File: config.mk
export PLATFORM = sky130hd
export DESIGN_NAME = tcr_front
export DESIGN_NICKNAME = d
export VERILOG_FILES = /design/src/rtl/tcr_pkg.sv /design/src/rtl/tcr_front.sv
export SDC_FILE = /design/constraint.sdc
export NUM_CORES = 1
export LEC_CHECK = 0
export ABC_CLOCK_PERIOD_IN_PS = 4800
export BUFFER_PORTS_ARGS = -buffer_cell sky130_fd_sc_hd__buf_2
export CAP_MARGIN = 10
export CORE_MARGIN = 2
export CORE_UTILIZATION = 30
export DETAILED_ROUTE_END_ITERATION = 8
export SYNTH_ARGS = -nofsm -noshare
export SYNTH_HDL_FRONTEND = slang
export SYNTH_SLANG_ARGS = --single-unit
File: constraint.sdc
create_clock -name clk -period 4.8 [get_ports clk]
set_clock_uncertainty 0.1 [all_clocks]
set_input_delay 0.24 -clock clk [delete_from_list [all_inputs] [get_ports clk]]
set_output_delay 0.24 -clock clk [all_outputs]
set_load 0.1 [all_outputs]
File: src/rtl/tcr_pkg.sv
`timescale 1ns / 1ps
`default_nettype none

package tcr_pkg;

  localparam int COORD_WIDTH = 24;
  localparam int LANES       = 6;   // start x, y, z then end x, y, z
  localparam int NTAPS       = 4;
  localparam int HIST_DEPTH  = 5;
  localparam int FEED_DEPTH  = HIST_DEPTH - 3;
  localparam int VERTS       = 40;
  localparam int SEG_LEN     = 10;
  localparam int FRAC        = 10;  // weights are in units of 1/1024
  localparam int WEIGHT_W    = 12;
  localparam int PROD_W      = COORD_WIDTH + WEIGHT_W;
  localparam int ACC_W       = PROD_W + 2;
  localparam int IDX_W       = $clog2(VERTS);
  localparam int J_W         = $clog2(SEG_LEN);
  localparam int PAIR_W      = LANES * COORD_WIDTH;
  localparam int IN_W        = ((PAIR_W + 7) / 8) * 8;
  localparam int OUT_W       = ((IDX_W + PAIR_W + 7) / 8) * 8;
  localparam int QDEPTH      = 2;
  localparam int Q_AW        = $clog2(QDEPTH);
  localparam int Q_CW        = $clog2(QDEPTH + 1);

  localparam logic [IDX_W-1:0] K_LAST = IDX_W'(VERTS - 1);
  localparam logic [J_W-1:0]   J_LAST = J_W'(SEG_LEN - 1);

  typedef logic signed [COORD_WIDTH-1:0] coord_t;
  typedef logic signed [WEIGHT_W-1:0]    wt_t;
  typedef logic signed [PROD_W-1:0]      prod_t;
  typedef logic signed [ACC_W-1:0]       acc_t;

  localparam coord_t C_MAX = {1'b0, {(COORD_WIDTH-1){1'b1}}};
  localparam coord_t C_MIN = {1'b1, {(COORD_WIDTH-1){1'b0}}};
  localparam acc_t   RND_POS = acc_t'(1 << (FRAC - 1));
  localparam acc_t   RND_NEG = acc_t'((1 << (FRAC - 1)) - 1);

  // catmull-rom weights at t = j/8; the control point row (j = 9) reuses t = 1
  localparam wt_t WEIGHTS [SEG_LEN][NTAPS] = '{
    '{  0, 1024,    0,   0},
    '{-49,  987,   93,  -7},
    '{-72,  888,  232, -24},
    '{-75,  745,  399, -45},
    '{-64,  576,  576, -64},
    '{-45,  399,  745, -75},
    '{-24,  232,  888, -72},
    '{ -7,   93,  987, -49},
    '{  0,    0, 1024,   0},
    '{  0,    0, 1024,   0}
  };

  typedef struct packed {
    coord_t end_z;
    coord_t end_y;
    coord_t end_x;
    coord_t start_z;
    coord_t start_y;
    coord_t start_x;
  } pair_t;

  typedef struct packed {
    logic  valid;
    pair_t data;
  } qout_t;

  typedef enum logic {
    ST_IDLE,
    ST_RUN
  } state_t;

endpackage

`default_nettype wire

File: src/rtl/tcr_front.sv
`timescale 1ns / 1ps
`default_nettype none

module tcr_front import tcr_pkg::*; (
  input  logic            clk,
  input  logic            rst,
  input  logic            s_tvalid,
  output logic            s_tready,
  input  logic [IN_W-1:0] s_tdata,
  output qout_t           q,
  input  logic            q_pop
);

  pair_t            mem [QDEPTH];
  logic [Q_AW-1:0]  wr_ptr;
  logic [Q_AW-1:0]  rd_ptr;
  logic [Q_CW-1:0]  count;
  logic             push;

  assign s_tready = (count != Q_CW'(QDEPTH));
  assign push     = s_tvalid && s_tready;
  assign q.valid  = (count != '0);
  assign q.data   = mem[rd_ptr];

  always_ff @(posedge clk) begin
    if (push) begin
      mem[wr_ptr] <= pair_t'(s_tdata[PAIR_W-1:0]);
    end
  end

  always_ff @(posedge clk) begin
    if (rst) begin
      wr_ptr <= '0;
      rd_ptr <= '0;
      count  <= '0;
    end else begin
      if (push) begin
        wr_ptr <= wr_ptr + Q_AW'(1);
      end
      if (q_pop) begin
        rd_ptr <= rd_ptr + Q_AW'(1);
      end
      count <= count + Q_CW'(push) - Q_CW'(q_pop);
    end
  end

endmodule

`default_nettype wire

==> results of run 1 <==
[layer usage]
metal,up-vias,share of wire [%],global-route usage (%)
li1,2823,-,-
met1,2978,42,14.3
met2,202,48,19.8
met3,42,7.3,3.76
met4,0,2.9,3.82
met5,-,0,0
[registers in the layout, summed over array words and instances, names as in the netlist, named ones only]
signal and cells:
rd_ptr 1, wr_ptr 1, count 2, mem 288
[cells in the mapped netlist (all sizes together)]
cell / instances
edfxtp: 288
mux2: 144
buf: 16
dfxtp: 5
inv: 3
nand2b: 2
nand4b: 2
nor2: 2
xnor2: 2
a2111oi: 1
a21bo: 1
a21boi: 1
a21oi: 1
and3: 1
ha: 1
nand2: 1
nand3b: 1
nor2b: 1
or2: 1
or4: 1
or4b: 1
[cells by family (layout without fill, tap and decap cells)]
kind of cell	count (synthesis)	count (layout)	share of synthesized area (%)
fa+ha+maj	1	1	0.117
mux	144	144	15.2
flops	293	293	82.1
simple gates	13	13	0.811
buf+inv	19	504	1.27
other cells	0	1	0
xor+xnor	2	2	0.164
compound gates	4	4	0.294
[power groups by stage]
stage	logic, mW	registers, mW	clock network (mW)
floorplan	1.58	3.17	0
global placement	1.87	3.18	0
detailed placement	1.88	3.19	0
CTS	1.98	3.13	2.34
global route	2.04	3.15	2.43
finish	1.97	3.13	2.26
[worst max-delay path, stage by stage, from the launching register on]
cell,delay (ns)
dfxtp_4,0.87
buf_4,0.47
mux2_1,0.38
buf_2,0.30
[layout make-up]
cell class	instances	area share, %
antenna	1	0.0166
clock buffer	39	5.34
clock inverter	16	1.00
inverter	3	0.108
multi-input combinational	164	11.7
sequential	293	58.0
tap	461	3.82
timing repair buffer	446	20.0
[through the flow]
step | utilization [%] | setup WS, ns
final | 42.8 | 1.79
after global routing | 42.8 | 1.63
after CTS | 42.8 | 1.70
after detailed placement | 35.9 | 2.32
after global placement | 35.9 | 2.34
after floorplan | - | 0.0136
[final timing paths]
| path | end | depth (start not counted) | startpoint | slack (ns) |
|---|---|---|---|---|
| worst max-delay path | q[127] | 3 | flip-flop | 1.79 |
| worst min-delay path | mem[1][91] | 2 | s_tdata[91] | 0.31 |
| worst max register to register | mem[0][21] | 4 | count[0] | 2.36 |
| worst min register to register | rd_ptr | 2 | rd_ptr | 0.41 |
[timing repair]
item	4_1_cts	5_1_grt
hold buffers	148	0
resized for setup	0	0
hold endpoints to repair	293	0
==> impl_metrics.env, run 1 <==
export IMPL_sw_frac_of_total_pct=34.9
export IMPL_cap_violations=0
export IMPL_nets=1088
export IMPL_viasPerCell=4.25
export IMPL_total_power_mw=7.36
export IMPL_initial_utilization_pct=30.2
export IMPL_syn_avg_cell_area_um2=22.4
export IMPL_port_buffers=293
export IMPL_status="complete, no violations"
export IMPL_cp_max_fo=59
export IMPL_final_cell_area_um2=15100
export IMPL_postPlaceCellArea_um2=12700
export IMPL_grt_max_degree=86
export IMPL_worstPathArrival_ns=2.67
export IMPL_ir_drop_mv=0.406
export IMPL_drc_errors=0
export IMPL_slew_headroom_pct=38.6
export IMPL_final_cells=1423
export IMPL_crit_path_start_kind="flip-flop"
export IMPL_boundaryPins=294
export IMPL_grt_pass1_vias=6185
export IMPL_fillerInstances=3135
export IMPL_synth_seq_cells=293
export IMPL_yosysUniqueCellTypes=23
export IMPL_dp_cells=1219
export IMPL_die_h_um=192
export IMPL_syn_num_nets=625
export IMPL_multi_input_area_um2=1770
export IMPL_drive_above_1_share_pct=44.3
export IMPL_power_frac_comb_pct=26.7
export IMPL_drt_initial_drc_count=260
export IMPL_antenna_found_initial=1
export IMPL_finalSetupViolCount=0
export IMPL_synth_top_cell_area_share_pct=81.2
export IMPL_grt_pass1_wl_um=33900
export IMPL_core_area_um2=35300
export IMPL_synth_cell_area_um2=10700
export IMPL_hp_class="input port to flip-flop"
export IMPL_die_w_um=192
export IMPL_seq_area_frac_synth_pct=82.1
export IMPL_intPower_mw=4.79
export IMPL_layout_area_overhead_vs_synth_pct=41.8
export IMPL_clk_pin_slew_worst_paths_ns=0.06
export IMPL_period_share_pct=62.7
export IMPL_ff_latch_area_um2=8750
export IMPL_switching_power_mw=2.56
export IMPL_clockRootBuffer="clkbuf_16"
export IMPL_cts_buffer_depth=3
export IMPL_first_pass_iters=4
export IMPL_ant_nets=0
export IMPL_dieArea_um2=37000
export IMPL_final_common_cell="buf_2"
export IMPL_worstSetupPathType="flip-flop to output port"
export IMPL_period_needed_ns=3.01
export IMPL_rows=69
export IMPL_overflow=0
export IMPL_numCtsBuffers=31
export IMPL_critPathCaptureType="output port"
export IMPL_grt_use_total_pct=11.8
export IMPL_rsz0062_at_grt="no"
export IMPL_slew_violations=0
export IMPL_holdWs_ns=0.310
export IMPL_synth_area_top_cells="edfxtp_1 (81%), mux2_2 (8.9%), mux2_1 (6.3%)"
export IMPL_via_count=6045
export IMPL_hold_viol_final=0
export IMPL_worst_slew_pin_slew_ns=0.921
export IMPL_post_dp_hpwl_um=13900
export IMPL_yosys_area_top_type="edfxtp_1"
export IMPL_wl_per_cell_um=16.1
export IMPL_cp_required_ns=4.46
export IMPL_power_frac_clock_pct=30.7
export IMPL_power_density_nw_per_um2=487
export IMPL_place_gp_congestion=0.712
export IMPL_fmax_mhz=332
export IMPL_cts_htree_levels=1
export IMPL_finalSetupTns_ns=0
export IMPL_clk_latency_ns=0.55
export IMPL_final_cell_mix="buf_2 (293), edfxtp_1 (288), dlygate4sd3_1 (148)"
export IMPL_clkSinkCount=293
export IMPL_drt_total_wl_um=22900
export IMPL_cts_tree="yes"
export IMPL_syn_inst=476
export IMPL_p_leak_nw=5.62
export IMPL_cts_setup_buffers=0
export IMPL_sequentialPowerShare_pct=42.6
export IMPL_yosys_warnings=0
Note: power is estimated with default switching activity, not from simulation.
==> run 2: changes to the inputs <==
ABC_CLOCK_PERIOD_IN_PS = 2600   (was 4800)
clock period = 2.6 ns   (was 4.8 ns; I/O delays follow)
==> impl_metrics.env, run 2 (synthesis results as in run 1) <==
export IMPL_period_needed_ns=2.38
export IMPL_crit_path_start_kind="flip-flop"
export IMPL_p_leak_nw=5.64
export IMPL_place_gp_congestion=0.682
export IMPL_min_delay_start="s_tdata[45]"
export IMPL_grt_use_total_pct=11.3
export IMPL_largest_reg_flops=288
export IMPL_die_h_um=192
export IMPL_initial_utilization_pct=30.2
export IMPL_postPlaceCellArea_um2=12700
export IMPL_first_pass_iters=4
export IMPL_top_regs="mem (288), count (2)"
export IMPL_overflow=0
export IMPL_clockRootBuffer="clkbuf_16"
export IMPL_fmax_mhz=419
export IMPL_wl_per_cell_um=15.7
export IMPL_dieArea_um2=37000
export IMPL_cts_htree_levels=1
export IMPL_ant_nets=0
export IMPL_layout_area_overhead_vs_synth_pct=42.4
export IMPL_worst_slew_pin_slew_ns=0.548
export IMPL_num_antenna_cells=0
export IMPL_grt_util_met1_pct=13.7
export IMPL_grt_max_degree=81
export IMPL_worstPathArrival_ns=2.15
export IMPL_die_w_um=192
export IMPL_post_dp_hpwl_um=13600
export IMPL_fillerInstances=3086
export IMPL_ir_drop_mv=0.625
export IMPL_hold_viol_final=0
export IMPL_period_share_pct=91.7
export IMPL_finalSetupViolCount=0
export IMPL_cp_required_ns=2.37
export IMPL_cts_buffer_depth=3
export IMPL_numCtsBuffers=30
export IMPL_clkSinkCount=293
export IMPL_hp_class="input port to flip-flop"
export IMPL_reg2reg_setup_slack_ns=0.76
export IMPL_hold_depth=2
export IMPL_reg2reg_depth=6
export IMPL_final_cell_area_um2=15200
export IMPL_boundaryPins=294
export IMPL_cts_setup_buffers=0
export IMPL_antenna_found_initial=0
export IMPL_rows=69
export IMPL_core_area_um2=35300
export IMPL_power_density_nw_per_um2=902
export IMPL_dp_cells=1220
export IMPL_use_met3_pct=3.76
export IMPL_cts_hold_buf=148
export IMPL_drive_above_1_share_pct=45.1
export IMPL_final_cell_mix="buf_2 (293), edfxtp_1 (288), dlygate4sd3_1 (148)"
export IMPL_final_cells=1421
export IMPL_holdWs_ns=0.193
export IMPL_cts_tree="yes"
export IMPL_slew_violations=0
export IMPL_worstSetupPathType="flip-flop to output port"
export IMPL_port_buffers=293
export IMPL_drt_initial_drc_count=256
export IMPL_cp_max_fo=67
export IMPL_min_to="mem[1][45]"
export IMPL_drt_total_wl_um=22300
export IMPL_cts_repair_resized=0
export IMPL_rsz0062_at_grt="no"
export IMPL_cap_violations=0
export IMPL_r2r_end="count[0]"
export IMPL_busiest_layer="met2"
export IMPL_nets=1088
export IMPL_grtUsageMet2_pct=19.5
export IMPL_r2r_start="count[0]"
export IMPL_via_count=6025
export IMPL_clk_pin_slew_worst_paths_ns=0.06
export IMPL_grt_pass1_wl_um=32800
export IMPL_clk_latency_ns=0.56
export IMPL_drc_errors=0
export IMPL_grt_pass1_vias=6076
export IMPL_top_register="mem"
export IMPL_viasPerCell=4.24
export IMPL_status="complete, no violations"
export IMPL_critPathCaptureType="output port"
export IMPL_final_common_cell="buf_2"
export IMPL_slew_headroom_pct=63.4
[run 2: cell count changes in the layout (fill, tap and decap cells not counted)]
cell        before  now
clkinvlp_4       1    4
clkinv_1         8    5
nand2b_1         2    1
dfxtp_2          0    2
diode_2          1    0
dfxtp_1          4    2
buf_12           3    6
inv_6            2    0
buf_4            2    0
clkbuf_1         8    6
clkinv_2         3    4
bufinv_16        3    4
nand2b_4         0    1
[run 2: critical path, cell delays in order, from the launching register on]
cell,delay (ns)
dfxtp_4,0.45
buf_12,0.32
mux2_2,0.42
buf_2,0.30
[run 2: cell type report]
type	count	area, um2	share of cell area, %
clock buffers	37	798	5.26
well taps	461	577	3.80
inverters	3	15.0	0.0989
multi-input cells	164	1780	11.7
clock inverters	16	181	1.20
repair buffers	447	3070	20.2
flip-flops and latches	293	8750	57.7
[run 2: stage by stage]
step	setup WS, ns	TNS (ns)	power, mW	util (%)
3_3_place_gp	0.800	0	9.34	36.0
5_1_grt	0.137	0	14.2	43.0
3_5_place_dp	0.802	0	9.37	36.0
4_1_cts	0.182	0	13.9	43.0
6_report	0.215	0	13.7	43.0
2_1_floorplan	-0.875	-191.73	8.77	-
[run 2: worst max path at each step]
stage / end / from / cells past startpoint / slack [ns]
detailed placement: q[57] / flip-flop / 3 / 0.80
global placement: q[57] / flip-flop / 3 / 0.80
global route: q[30] / flip-flop / 3 / 0.14
CTS: q[57] / flip-flop / 3 / 0.18
floorplan: mem[0][0] / count[0] / 3 / -0.88
finish: q[30] / flip-flop / 3 / 0.22
[run 2: report_power, final]
group          switching, mW  internal (mW)
Clock                   1.70           2.56
Combinational           2.94          0.742
Sequential            0.0849           5.66
[run 2: metal layers]
layer | routed length, um | share of wire [%] | up-vias
li1 | - | - | 2828
met5 | 0 | 0 | -
met2 | 11200 | 50 | 196
met4 | 444 | 2.0 | 0
met1 | 8980 | 40 | 2965
met3 | 1690 | 7.6 | 36
==> run 3: changes to the inputs <==
--- a/config.mk
+++ b/config.mk
@@ -10,6 +10,7 @@
 export CAP_MARGIN = 10
 export CORE_MARGIN = 2
-export CORE_UTILIZATION = 30
+export CORE_UTILIZATION = 47
 export DETAILED_ROUTE_END_ITERATION = 8
+export PLACE_DENSITY = 0.76
 export SYNTH_ARGS = -nofsm -noshare
 export SYNTH_HDL_FRONTEND = slang
--- a/constraint.sdc
+++ b/constraint.sdc
@@ -3,3 +3,3 @@
 set_input_delay 0.13 -clock clk [delete_from_list [all_inputs] [get_ports clk]]
 set_output_delay 0.13 -clock clk [all_outputs]
-set_load 0.1 [all_outputs]
+set_load 0.01 [all_outputs]
==> impl_metrics.env, run 3 (synthesis results as in run 1) <==
export IMPL_boundaryPins=294
export IMPL_final_cell_mix="buf_2 (293), edfxtp_1 (288), dlygate4sd3_1 (148)"
export IMPL_worst_slew_pin_slew_ns=0.478
export IMPL_hp_class="input port to flip-flop"
export IMPL_largest_reg_flops=288
export IMPL_ir_drop_mv=0.589
export IMPL_finalSetupViolCount=0
export IMPL_dieArea_um2=23900
export IMPL_min_delay_start="s_tdata[2]"
export IMPL_top_register="mem"
export IMPL_cp_required_ns=2.37
export IMPL_first_pass_iters=7
export IMPL_numCtsBuffers=29
export IMPL_power_density_nw_per_um2=753
export IMPL_cp_max_fo=28
export IMPL_r2r_start="count[0]"
export IMPL_cts_htree_levels=1
export IMPL_ant_nets=0
export IMPL_cts_tree="yes"
export IMPL_viasPerCell=4.92
export IMPL_worstPathArrival_ns=2.02
export IMPL_period_needed_ns=2.25
export IMPL_hold_viol_final=0
export IMPL_cts_setup_buffers=0
export IMPL_drc_errors=0
export IMPL_slew_headroom_pct=68.2
export IMPL_fmax_mhz=445
export IMPL_slew_violations=0
export IMPL_layout_area_overhead_vs_synth_pct=39.8
export IMPL_cts_hold_buf=148
export IMPL_grt_max_degree=78
export IMPL_worst_slack_ns=0.354
export IMPL_via_count=6136
export IMPL_cts_buffer_depth=3
export IMPL_overflow=0
export IMPL_die_h_um=155
export IMPL_hold_depth=2
export IMPL_status="complete, no violations"
export IMPL_port_buffers=293
export IMPL_grt_pass1_vias=6432
export IMPL_clockRootBuffer="clkbuf_16"
export IMPL_post_route_util_pct=66.4
export IMPL_num_antenna_cells=0
export IMPL_grt_pass1_wl_um=34300
export IMPL_reg2reg_depth=3
export IMPL_crit_path_start_kind="flip-flop"
export IMPL_die_w_um=155
export IMPL_drive_above_1_share_pct=45.2
export IMPL_clk_pin_slew_worst_paths_ns=0.06
export IMPL_worstSetupPathType="flip-flop to output port"
export IMPL_reg2reg_setup_slack_ns=0.79
export IMPL_initial_utilization_pct=47.5
export IMPL_nets=1090
export IMPL_p_leak_nw=5.63
export IMPL_dp_slack_ns=0.805
export IMPL_rsz0062_at_grt="no"
export IMPL_critPathCaptureType="output port"
export IMPL_drt_total_wl_um=23000
export IMPL_core_area_um2=22400
export IMPL_grt_use_total_pct=18.5
export IMPL_top_regs="mem (288), count (2)"
export IMPL_total_power_mw=11.2
export IMPL_post_dp_hpwl_um=13200
export IMPL_drt_initial_drc_count=299
export IMPL_clk_latency_ns=0.53
export IMPL_cts_repair_resized=0
export IMPL_fillerInstances=1469
export IMPL_place_gp_congestion=0.734
export IMPL_cap_violations=0
export IMPL_final_common_cell="buf_2"
export IMPL_r2r_end="mem[1][75]"
export IMPL_period_share_pct=86.4
export IMPL_clkSinkCount=293
export IMPL_min_to="mem[1][2]"
export IMPL_wl_per_cell_um=18.5
export IMPL_finalSetupTns_ns=0
export IMPL_rows=55
export IMPL_antenna_found_initial=0
==> run 3: final cells by class <==
type	count	area [um2]	area share, %
timing repair buffer	450	3090	20.8
inverter	3	15.0	0.101
multi-input combinational	164	1780	12.0
sequential	293	8750	58.8
clock buffer	40	817	5.49
tap	285	357	2.40
clock inverter	11	73.8	0.496
==> run 3: critical path: stages, from the launching register on <==
cell and delay (ns):
dfxtp_4 0.62, buf_4 0.32, mux2_2 0.38, buf_2 0.14
==> run 3: worst max-delay path by stage <==
stage	startpoint	slack, ns	endpoint	cells after the start
2_1_floorplan	count[0]	-0.65	mem[0][0]	3
3_3_place_gp	count[0]	0.82	mem[1][81]	3
3_5_place_dp	count[0]	0.80	mem[1][124]	3
4_1_cts	flip-flop	0.30	q[129]	3
5_1_grt	flip-flop	0.23	q[132]	3
6_report	flip-flop	0.35	q[132]	3
==> run 3: power breakdown <==
group,switching [mW],internal (mW)
clock network,1.61,2.27
registers,0.108,5.66
logic,0.814,0.747
==> run 3: metrics by stage <==
stage	instance area, um2	std cells	hold WS (ns)
6_report	14900	1246	0.224
5_1_grt	14900	1246	0.199
3_3_place_gp	12500	1047	0.217
4_1_cts	14900	1246	0.194
3_5_place_dp	12500	1047	0.221
2_1_floorplan	10700	476	0.0942
==> run 3: metal layers <==
metal	GRT usage, %	vias to the layer above	routed length (um)
met5	0	-	0
met4	5.95	0	603
met3	5.63	53	2230
met2	31.7	277	11300
met1	22.4	2965	8880
li1	-	2841	-
